## config.mk

```make
export PLATFORM = sky130hd
export DESIGN_NAME = price_channel_with_alert_unit
export DESIGN_NICKNAME = d
export VERILOG_FILES = /design/src/rtl/pca_pkg.sv /design/src/rtl/pca_ram.sv /design/src/rtl/price_channel_with_alert_unit.sv
export SDC_FILE = /design/constraint.sdc
export NUM_CORES = 2
export LEC_CHECK = 0
export ABC_CLOCK_PERIOD_IN_PS = 14600
export BUFFER_PORTS_ARGS = -buffer_cell sky130_fd_sc_hd__buf_2
export CORE_AREA = 2 2 526 528
export DETAILED_ROUTE_END_ITERATION = 8
export DIE_AREA = 0 0 528 530
export PLACE_DENSITY_LB_ADDON = 0.2
export SETUP_SLACK_MARGIN = 0.3
export SKIP_CTS_REPAIR_TIMING = 1
export SLEW_MARGIN = 20
export SYNTH_ARGS = -nofsm -noshare
export SYNTH_HDL_FRONTEND = slang
export SYNTH_HIERARCHICAL = 1
export SYNTH_SLANG_ARGS = --single-unit
```

## constraint.sdc

```tcl
create_clock -name i_clk -period 14.6 [get_ports i_clk]
set_input_delay 2.92 -clock i_clk [delete_from_list [all_inputs] [get_ports i_clk]]
set_output_delay 2.92 -clock i_clk [all_outputs]
set_load 0.005 [all_outputs]
```

## src/rtl/pca_pkg.sv

```systemverilog
// Shared types and constants for the price channel with alert unit.
// No dependencies; the top level and the checker refer to it by scoped names.
`timescale 1ns / 1ps

package pca_pkg;

    localparam int              CFG_W           = 7;
    localparam logic [6:0]      WINDOW_RESET    = 7'd20;
    localparam logic [63:0]     NOT_VALID_LOWER = 64'd99999999;

    typedef enum logic [1:0] {
        ALERT_NONE = 2'd0,
        ALERT_BUY  = 2'd1,
        ALERT_SELL = 2'd2
    } t_alert;

    typedef enum logic [2:0] {
        ST_IDLE,
        ST_SCAN,
        ST_DIFF,
        ST_CMP,
        ST_DONE
    } t_state;

endpackage

```

## src/rtl/pca_ram.sv

```systemverilog
// Generic simple dual-port RAM with one write port and one registered read port.
// No dependencies.
`timescale 1ns / 1ps

module pca_ram #(
    parameter int WIDTH = 54,
    parameter int DEPTH = 64
) (
    input  logic                     i_clk,
    input  logic                     i_we,
    input  logic [$clog2(DEPTH)-1:0] i_waddr,
    input  logic [WIDTH-1:0]         i_wdata,
    input  logic [$clog2(DEPTH)-1:0] i_raddr,
    output logic [WIDTH-1:0]         o_rdata
);

    logic [WIDTH-1:0] r_mem [0:DEPTH-1];
    logic [WIDTH-1:0] r_rdata;

    always_ff @(posedge i_clk) begin
        if (i_we) begin
            r_mem[i_waddr] <= i_wdata;
        end
        r_rdata <= r_mem[i_raddr];
    end

    assign o_rdata = r_rdata;

endmodule

```

## src/rtl/price_channel_with_alert_unit.sv

```systemverilog
// Top level of the price channel with latched buy/sell alert.
// Depends on pca_pkg and pca_ram.
`timescale 1ns / 1ps

// Each bar transfer yields one result transfer. Once the channel is formed, a
// bar passes through the SCAN, DIFF, CMP and DONE states, where W is the
// window length in use: the history RAM has one read port with a registered
// output, so the W entries of the window are rescanned one entry per cycle,
// then the DIFF and CMP states form the alert and the DONE state stores the
// bar and loads the output register. Before the channel is formed a bar goes
// straight to the DONE state. The input is not ready while a bar is in work,
// and the DONE state waits while a previous result is still untaken.

module price_channel_with_alert_unit #(
    parameter int MAX_WINDOW = 64,
    parameter int PRICE_BITS = 27
) (
    input  logic                                      i_clk,
    input  logic                                      i_rst_n,
    input  logic                                      s_axis_tvalid,
    output logic                                      s_axis_tready,
    // Fields from bit 0 up: bar_high, bar_low, bar_close.
    input  logic [((3*PRICE_BITS+7)/8)*8-1:0]         s_axis_tdata,
    output logic                                      m_axis_tvalid,
    input  logic                                      m_axis_tready,
    // Fields from bit 0 up: channel_valid, upper_band, lower_band, alert_state.
    output logic [((2*PRICE_BITS+3+7)/8)*8-1:0]       m_axis_tdata,
    input  logic                                      i_cfg_valid,
    output logic                                      o_cfg_ready,
    input  logic [pca_pkg::CFG_W-1:0]                 i_cfg_data
);

    localparam int PB    = PRICE_BITS;
    localparam int AW    = $clog2(MAX_WINDOW);
    localparam int WW    = $clog2(MAX_WINDOW + 1);
    localparam int OUT_W = ((2*PRICE_BITS+3+7)/8)*8;
    localparam logic [PB-1:0] LOWER_IDLE = pca_pkg::NOT_VALID_LOWER[PB-1:0];

    pca_pkg::t_state r_state, n_state;
    pca_pkg::t_alert r_alert, n_alert;

    logic [pca_pkg::CFG_W-1:0] r_wl;
    logic [AW-1:0]             r_wp, n_wp, wp_prev, addr_prev;
    logic [WW-1:0]             r_bars, n_bars, win_eff, bars_clamp;
    logic                      acc_valid;

    logic [PB-1:0]             r_hi, r_lo, r_cl;
    logic                      r_chan_valid;
    logic [AW-1:0]             r_addr;
    logic [WW-1:0]             r_left;
    logic                      r_rv, r_first;
    logic [PB-1:0]             r_upper, r_lower, n_upper, n_lower;
    logic signed [PB:0]        r_dcl, r_span, n_dcl, n_span;
    logic signed [PB+3:0]      dc_ext, sp_ext, off, sp4;
    logic                      r_buy, r_sell, n_buy, n_sell;
    logic                      r_ovalid;
    logic [OUT_W-1:0]          r_mdata, n_mdata;

    logic                      accept, scan_issue, fold, out_free, finish;
    logic [2*PB-1:0]           ram_rdata;
    logic [PB-1:0]             rd_hi, rd_lo;

    function automatic logic [AW-1:0] prev_slot(input logic [AW-1:0] slot);
        logic [AW-1:0] res;
        if (slot == '0) begin
            res = AW'(MAX_WINDOW - 1);
        end else begin
            res = slot - 1'b1;
        end
        return res;
    endfunction

    pca_ram #(
        .WIDTH (2*PB),
        .DEPTH (MAX_WINDOW)
    ) u_hist (
        .i_clk   (i_clk),
        .i_we    (finish),
        .i_waddr (r_wp),
        .i_wdata ({r_lo, r_hi}),
        .i_raddr (r_addr),
        .o_rdata (ram_rdata)
    );

    assign rd_hi = ram_rdata[PB-1:0];
    assign rd_lo = ram_rdata[2*PB-1:PB];

    // Control decode.
    always_comb begin
        s_axis_tready = (r_state == pca_pkg::ST_IDLE);
        accept        = s_axis_tvalid && s_axis_tready;
        scan_issue    = (r_state == pca_pkg::ST_SCAN) && (r_left != '0);
        fold          = (r_state == pca_pkg::ST_SCAN) && r_rv;
        out_free      = !r_ovalid || m_axis_tready;
        finish        = (r_state == pca_pkg::ST_DONE) && out_free;
    end

    // Next state.
    always_comb begin
        n_state = r_state;
        unique case (r_state)
            pca_pkg::ST_IDLE: begin
                if (accept) begin
                    n_state = acc_valid ? pca_pkg::ST_SCAN : pca_pkg::ST_DONE;
                end
            end
            pca_pkg::ST_SCAN: begin
                if ((r_left == '0) && r_rv) begin
                    n_state = pca_pkg::ST_DIFF;
                end
            end
            pca_pkg::ST_DIFF: n_state = pca_pkg::ST_CMP;
            pca_pkg::ST_CMP:  n_state = pca_pkg::ST_DONE;
            pca_pkg::ST_DONE: begin
                if (out_free) begin
                    n_state = pca_pkg::ST_IDLE;
                end
            end
            default: n_state = pca_pkg::ST_IDLE;
        endcase
    end

    // Datapath.
    always_comb begin
        if (r_wl == '0) begin
            win_eff = WW'(1);
        end else if (32'(r_wl) > 32'(MAX_WINDOW)) begin
            win_eff = WW'(MAX_WINDOW);
        end else begin
            win_eff = WW'(r_wl);
        end
        bars_clamp = (r_bars > win_eff) ? win_eff : r_bars;
        acc_valid  = (bars_clamp >= win_eff);
        n_bars     = acc_valid ? win_eff : bars_clamp + 1'b1;

        wp_prev   = prev_slot(r_wp);
        addr_prev = prev_slot(r_addr);
        n_wp      = (r_wp == AW'(MAX_WINDOW - 1)) ? '0 : r_wp + 1'b1;

        if (r_first) begin
            n_upper = rd_hi;
            n_lower = rd_lo;
        end else begin
            n_upper = (rd_hi > r_upper) ? rd_hi : r_upper;
            n_lower = (rd_lo < r_lower) ? rd_lo : r_lower;
        end

        n_dcl = {1'b0, r_cl} - {1'b0, r_lower};
        n_span = {1'b0, r_upper} - {1'b0, r_lower};

        dc_ext = {{3{r_dcl[PB]}}, r_dcl};
        sp_ext = {{3{r_span[PB]}}, r_span};
        off    = (dc_ext <<< 2) + dc_ext;
        sp4    = sp_ext <<< 2;
        n_buy  = (off < sp_ext) || r_dcl[PB];
        n_sell = (off > sp4) || (r_dcl > r_span);

        n_alert = r_alert;
        case (r_alert)
            pca_pkg::ALERT_BUY: begin
                if (r_sell) begin
                    n_alert = pca_pkg::ALERT_SELL;
                end
            end
            pca_pkg::ALERT_SELL: begin
                if (r_buy) begin
                    n_alert = pca_pkg::ALERT_BUY;
                end
            end
            default: begin
                if (r_buy) begin
                    n_alert = pca_pkg::ALERT_BUY;
                end else if (r_sell) begin
                    n_alert = pca_pkg::ALERT_SELL;
                end
            end
        endcase

        n_mdata                 = '0;
        n_mdata[0]              = r_chan_valid;
        n_mdata[PB:1]           = r_upper;
        n_mdata[2*PB:PB+1]      = r_lower;
        n_mdata[2*PB+2:2*PB+1]  = r_chan_valid ? n_alert : r_alert;
    end

    always_ff @(posedge i_clk) begin
        if (!i_rst_n) begin
            r_state  <= pca_pkg::ST_IDLE;
            r_wl     <= pca_pkg::WINDOW_RESET;
            r_wp     <= '0;
            r_bars   <= '0;
            r_alert  <= pca_pkg::ALERT_NONE;
            r_rv     <= 1'b0;
            r_ovalid <= 1'b0;
        end else begin
            r_state <= n_state;
            r_rv    <= scan_issue;
            if (i_cfg_valid) begin
                r_wl <= i_cfg_data;
            end
            if (accept) begin
                r_bars <= n_bars;
            end
            if (finish) begin
                r_wp <= n_wp;
                if (r_chan_valid) begin
                    r_alert <= n_alert;
                end
            end
            if (finish) begin
                r_ovalid <= 1'b1;
            end else if (m_axis_tready) begin
                r_ovalid <= 1'b0;
            end
        end
    end

    always_ff @(posedge i_clk) begin
        if (accept) begin
            r_hi         <= s_axis_tdata[PB-1:0];
            r_lo         <= s_axis_tdata[2*PB-1:PB];
            r_cl         <= s_axis_tdata[3*PB-1:2*PB];
            r_chan_valid <= acc_valid;
            r_addr       <= wp_prev;
            r_left       <= win_eff;
            r_first      <= 1'b1;
            r_upper      <= '0;
            r_lower      <= LOWER_IDLE;
        end
        if (scan_issue) begin
            r_addr <= addr_prev;
            r_left <= r_left - 1'b1;
        end
        if (fold) begin
            r_first <= 1'b0;
            r_upper <= n_upper;
            r_lower <= n_lower;
        end
        if (r_state == pca_pkg::ST_DIFF) begin
            r_dcl  <= n_dcl;
            r_span <= n_span;
        end
        if (r_state == pca_pkg::ST_CMP) begin
            r_buy  <= n_buy;
            r_sell <= n_sell;
        end
        if (finish) begin
            r_mdata <= n_mdata;
        end
    end

    assign m_axis_tvalid = r_ovalid;
    assign m_axis_tdata  = r_mdata;
    assign o_cfg_ready   = 1'b1;

endmodule

```

* Yosys cells after proc, flatten, opt, wreduce, memory -nomap -nowiden
Memories as Yosys holds them, arrays and structs flattened. A register that Yosys moved wholly into a read port is not among the register bits.
Cells that the tools add are included.
** Storage, ports and cells
- Bits in registers :: 292
- RAM bits :: 3456
- Memories :: 1
** Operators by class
- Add/sub/neg operators :: 8
- Order comparisons :: 8
- Equality and inequality tests :: 12
- Multiplexer cells :: 33
- Reductions and logical operators :: 21
** Memory list
- u_hist.r_mem :: words 64, bits a word 54, rd ports 1, clocked after Yosys merged registers in 1, write ports 1, line pca_ram.sv:17 : logic [WIDTH-1:0] r_mem [0:DEPTH-1];
** Operator list (number)
- two-way mux 27 bit :: 8
- subtractor 27 x 27 -> 28 bit :: 2
- two-way mux 7 bit :: 6
- adder 30 x 28 -> 31 bit :: 1
- greater-than comparator 31 x 30 -> 1 bit :: 1
- < comparator 31 x 28 -> 1 bit :: 1
- two-way mux 6 bit :: 5
- greater-than comparator 28 bit :: 1
- greater-than comparator 27 bit :: 1
- < comparator 27 bit :: 1
- one-hot mux 3 bit (5 select lines) :: 1
- zero test 7 bit :: 2
- zero test 6 bit :: 2
- two-way mux 3 bit :: 4
- subtractor 6 x 1 -> 6 bit (second input constant) :: 2
- two-way mux 2 bit :: 4
- adder 7 x 1 -> 7 bit (second input constant) :: 1
- greater-or-equal comparator 7 bit :: 1
- greater-than comparator 7 bit :: 1
- greater-than comparator 7 bit (second input constant) :: 1
- nonzero test 7 bit :: 1
- subtractor 7 x 1 -> 7 bit (second input constant) :: 1
- adder 6 x 1 -> 6 bit (second input constant) :: 1
- == test 3 x 2 -> 1 bit (second input constant) :: 2
- 17 further kinds :: 31

* Logic depth before layout (Yosys ltp)
- Depth after elaboration :: 9
- Depth in mapped cells :: 23
- Gate-level depth less buffers :: 22

* Cells and area by module
Netlist, hierarchy kept.
** By module, submodules not included
- pca_ram :: instances 1, cells an instance 5494, area each 132146.7 um^2, seq. area each 104860.6 um^2
- price_channel_with_alert_unit :: instances 1, cells an instance 1651, area each 18079.8 um^2, seq. area each 8488.1 um^2

* Least setup slack after synthesis
No wires, ideal clock.
- Kind :: input to register
- Start :: in m_axis_tready
- End :: mem u_hist.r_mem[48][0], enable pin
- Data arrival time :: 9176 ps
- Setup slack :: 4892 ps
- Stages on the path :: 6
- Path buffers :: 1
- Cell sequence :: nor2b_1 nor2_1 clkbuf_1 nor2b_1 nand4b_1 nor3_1
** On the way
- Word-level cells in the longest chain between the ends :: 4
** RTL lines
- start, declared :: line price_channel_with_alert_unit.sv:25 : input logic m_axis_tready,
- logical OR 1 bit :: line price_channel_with_alert_unit.sv:94 : out_free = !r_ovalid || m_axis_tready;
- logical AND 1 bit :: line price_channel_with_alert_unit.sv:95 : finish = (r_state == pca_pkg::ST_DONE) && out_free;
- via finish :: line price_channel_with_alert_unit.sv:59 : logic accept, scan_issue, fold, out_free, finish;
- two-way mux 1 bit :: line pca_ram.sv:21 : if (i_we) begin
- two-way mux 1 bit (not written as such) :: line pca_ram.sv:22 : r_mem[i_waddr] <= i_wdata;
- end, declared :: line pca_ram.sv:17
The timed path passes the listed nets, and every way through them passes these cells.

* Worst setup path after layout
- Start :: in m_axis_tready
- End :: mem u_hist.r_mem[46][4], enable pin
** On the way
- Word-level cells in the longest chain between the ends :: 4
** RTL lines (line)
- logical OR 1 bit :: price_channel_with_alert_unit.sv:94
- logical AND 1 bit :: price_channel_with_alert_unit.sv:95
- two-way mux 1 bit :: pca_ram.sv:21
- two-way mux 1 bit (not written as such) :: pca_ram.sv:22
No other way between the ends.

==> metrics.md <==
| Metric | Value |
|---|---|
| Area delta synth->final | 12.2% |
| Core ar. | ~270,000 sq um |
| Io pins | 167 |
| Htree depth | 5 |
| Via count | 76,000 |
| Via/cell ratio | 6.60 |
| Die width | 528 um |
| Pleak | between 50 and 60 nW |
| Crit path largest cell delay | just over 1 ns |
| Critical path data arrival time | 6.34 ns |
| CP bufs+invs | 3 |
| Gate Count Post-Synth | 7,145 |
| CTS Root Cell | clkbuf_16 |
| FP Rows | 193 |
| Placed cell areas | 156,000 sq um |
| Pin count of the biggest net entering global routing | 122 |
| Post-route cell area | 169,000 sq um |
| Die area | 280,000 sq um |
| Max Fclk | 0.173 GHz |
| GP Congestion | 0.925 |
| Critical Path RT | 15.16 ns |
| Number of synthesized flops with an enable pin | between 3,000 and 4,000 |
| Clock transition at path regs | 0.06 ns |
| Hold Crit Class | flop to flop |
| GRT Overall Usage | 28.2% |
| DR iter-0 viols | 10,200 |
| Slew Limit Fails | 0 |
| GR Overflow Total | 0 |
| Worst-path cell with the longest stage delay | nor2_4 |
| Register area share after synthesis | 75.5% |
| Netlist area before placement | 150,000 sq um |
| Drt pass-1 iters | 6 |
| Vias in the first global route | 75,600 |
| Yosys warns | 6 |
| Placed cells | around 11,000 |
| Wire per inst | 34.4 um |
| RSZ-0062 raised after global routing | no |
| Crit path max-delay family | simple AND/OR/NAND/NOR gates |
| Syn avg cell area | 21.0 sq um |
| Die Ht | between 500 and 600 um |
| Routed Antenna Nets | 0 |
| CTS tree | yes |
| CTS Buf Count | between 300 and 400 |
| Num Clock Sinks | 3,802 |
| Skew-Pair Late Insertion Delay | 0.99 ns |
| # DRC | 0 |
| Setup CP Type | input pin to flop |
| Pwr Density | 158 nW/um^2 |
| Final setup TNS | 0 ns |
| Initial antenna violation count | 16 |
| Status | finished, final reports clean |
| Top_reg_cell synth | edfxtp_1 |
| CTS Buffer Depth | 4 |
| Critical Path Start Type | input pin |
| VDD IR-drop max | around 110 uV |
| Maxcap violations | 0 |
| Worst Skew | 0.0716 ns |
| Design Power | approximately 27 mW |
| Crit. End Element | flop |
| Slew Limit Headroom | 17.7% |
| Crit-path cells | buf_2 -> nor2b_1 -> buf_4 -> nor2_4 -> nor2b_1 -> nand3_1 -> nor2_4 -> buf_4 |
| First-pass GRT wire length | 558 mm |
| Buffers on Ports | 151 |
| Final Setup Violations | 0 |
| Nets | around 7,900 |
| Tmin final | 5.79 ns |
| Post-route insts no fill | 11,500 |
| Worst-Margin Slew | 1.23 ns |
| Reg2reg setup slack | 9.13 ns |
| Final Util | 61.3% |
| DRT Wirelength | slightly below 400 mm |
| Synthesized flop and latch total | 3,802 |
| Initial Utilization | 54.7% |
| Ys async rst share | 0% |
| Synth unique cells | 87 |
| Share of layout cells above drive strength 1 | 25.8% |
| Final worst-path cycle share | 39.6% |
| Final Hold Vio Count | 0 |
| Detailed placer's ending HPWL | 222 mm |
| Critical path peak fanout | 35 |
[cells in the final DEF, fill, tap and decap left out, types with 11 or more instances in the layout]
cell / Yosys / final
nand4_1: 33 / 33
and2_1: 37 / 35
clkbuf_8: 1 / 18
and3_1: 12 / 11
bufinv_16: 0 / 29
o22ai_1: 171 / 171
or3_1: 11 / 11
mux2i_1: 66 / 66
ha_1: 241 / 241
clkinv_16: 0 / 11
a31oi_1: 33 / 33
nand3_1: 38 / 38
mux4_2: 936 / 936
nor2_1: 263 / 200
clkinvlp_4: 0 / 17
mux2_2: 54 / 54
nor2b_1: 35 / 34
buf_4: 39 / 226
nor3_1: 45 / 43
a21oi_1: 192 / 192
inv_1: 139 / 139
clkinv_2: 0 / 61
clkbuf_1: 135 / 88
xnor2_1: 51 / 51
clkbuf_16: 0 / 384
buf_2: 80 / 151
a21o_1: 70 / 70
nand2_1: 133 / 131
nor2_4: 0 / 63
a211oi_1: 18 / 17
edfxtp_1: 3720 / 3720
nand2b_1: 43 / 40
clkinv_1: 2 / 70
dfxtp_1: 82 / 82
or2_2: 11 / 11
o21ai_0: 113 / 113
o21a_1: 29 / 29
o221ai_1: 56 / 56
xor2_1: 20 / 20
[worst paths after layout]
check,endpoint,cells past startpoint,start
worst max-delay path,u_hist/r_mem[46][4]$_DFFE_PP_,8,m_axis_tready
worst min-delay path,m_axis_tdata[40]$_DFFE_PP_,0,r_lower[12]$_SDFFCE_PN0P_
worst max register to register,r_sell$_DFFE_PP_,17,r_dcl[2]$_DFFE_PN_
worst min register to register,m_axis_tdata[40]$_DFFE_PP_,0,r_lower[12]$_SDFFCE_PN0P_
[metrics by stage]
step,worst slack [ns],hold WS [ns]
global route,8.76,0.456
floorplan,4.89,0.426
finish,8.81,0.439
CTS,8.97,0.438
detailed placement,7.97,0.438
global placement,8.00,0.433
[state kept, by name (all words and copies together) (netlist names), 28 cells and up]
name / count
u_hist/r_mem: 3456
m_axis_tdata: 57
u_hist/o_rdata: 54
r_dcl: 28
r_span: 28
[cell type report]
cell class                 instances  area, sq um
fill                           19000       106000
tap                             3607         4510
clock buffer                     490        10200
inverter                         142          541
clock inverter                   213         2250
multi-input combinational       2865        35100
sequential                      3802       113000
timing repair buffer             383         2570
antenna                            4         10.0
[power breakdown]
| part | leakage, nW | switching, mW | internal [mW] |
|---|---|---|---|
| Combinational | 15.2 | 2.42 | 1.49 |
| Clock | 6.02 | 4.21 | 5.49 |
| Sequential | 34.1 | 0.265 | 12.7 |
[Yosys cell counts (all sizes together), types with 20 or more instances]
library cell	count	area (sq um)
a21o	71	534
a21oi	192	961
a31oi	35	240
and2	37	231
buf	205	1290
clkbuf	137	526
dfxtp	82	1640
edfxtp	3720	112000
ha	241	3020
inv	140	526
mux2	54	608
mux2i	66	661
mux4	936	21100
nand2	133	499
nand2b	43	269
nand3	38	190
nand4	33	206
nor2	263	987
nor2b	35	219
nor3	45	225
o21a	29	218
o21ai	121	609
o221ai	58	521
o22ai	171	1070
xnor2	51	447
xor2	20	175
[routing by layer]
layer	global-route usage [%]	share of wire, %	vias to the layer above	wire length (um)
met5	0	0.017	-	69
met3	5.24	9.9	659	39200
li1	-	-	30800	-
met4	8.74	3.4	10	13300
met2	45.2	48	4205	190000
met1	39.9	39	40400	152000
[kinds of logic after synthesis]
family | count (synthesis) | share of synthesized area [%]
DFF | 3802 | 75.5
muxes | 1056 | 14.9
AOI/OAI and AO/OA | 786 | 3.41
and+or+nand+nor | 700 | 2.23
buffers and inverters | 484 | 1.57
adders and majority gates | 244 | 2.05
xor gates and xnor gates | 71 | 0.414
other | 2 | 0.00500
[worst reg2reg max path, delay by kind of cell (launching register included)]
| family | cells | cell delay, ns |
|---|---|---|
| AO/OA/AOI/OAI | 12 | 3.41 |
| XOR/XNOR | 1 | 0.24 |
| adder cells (fa/ha/maj) | 3 | 0.97 |
| flip-flops | 1 | 0.44 |
| AND/OR/NAND/NOR | 1 | 0.06 |
Note: power is estimated with default switching activity, not from simulation.
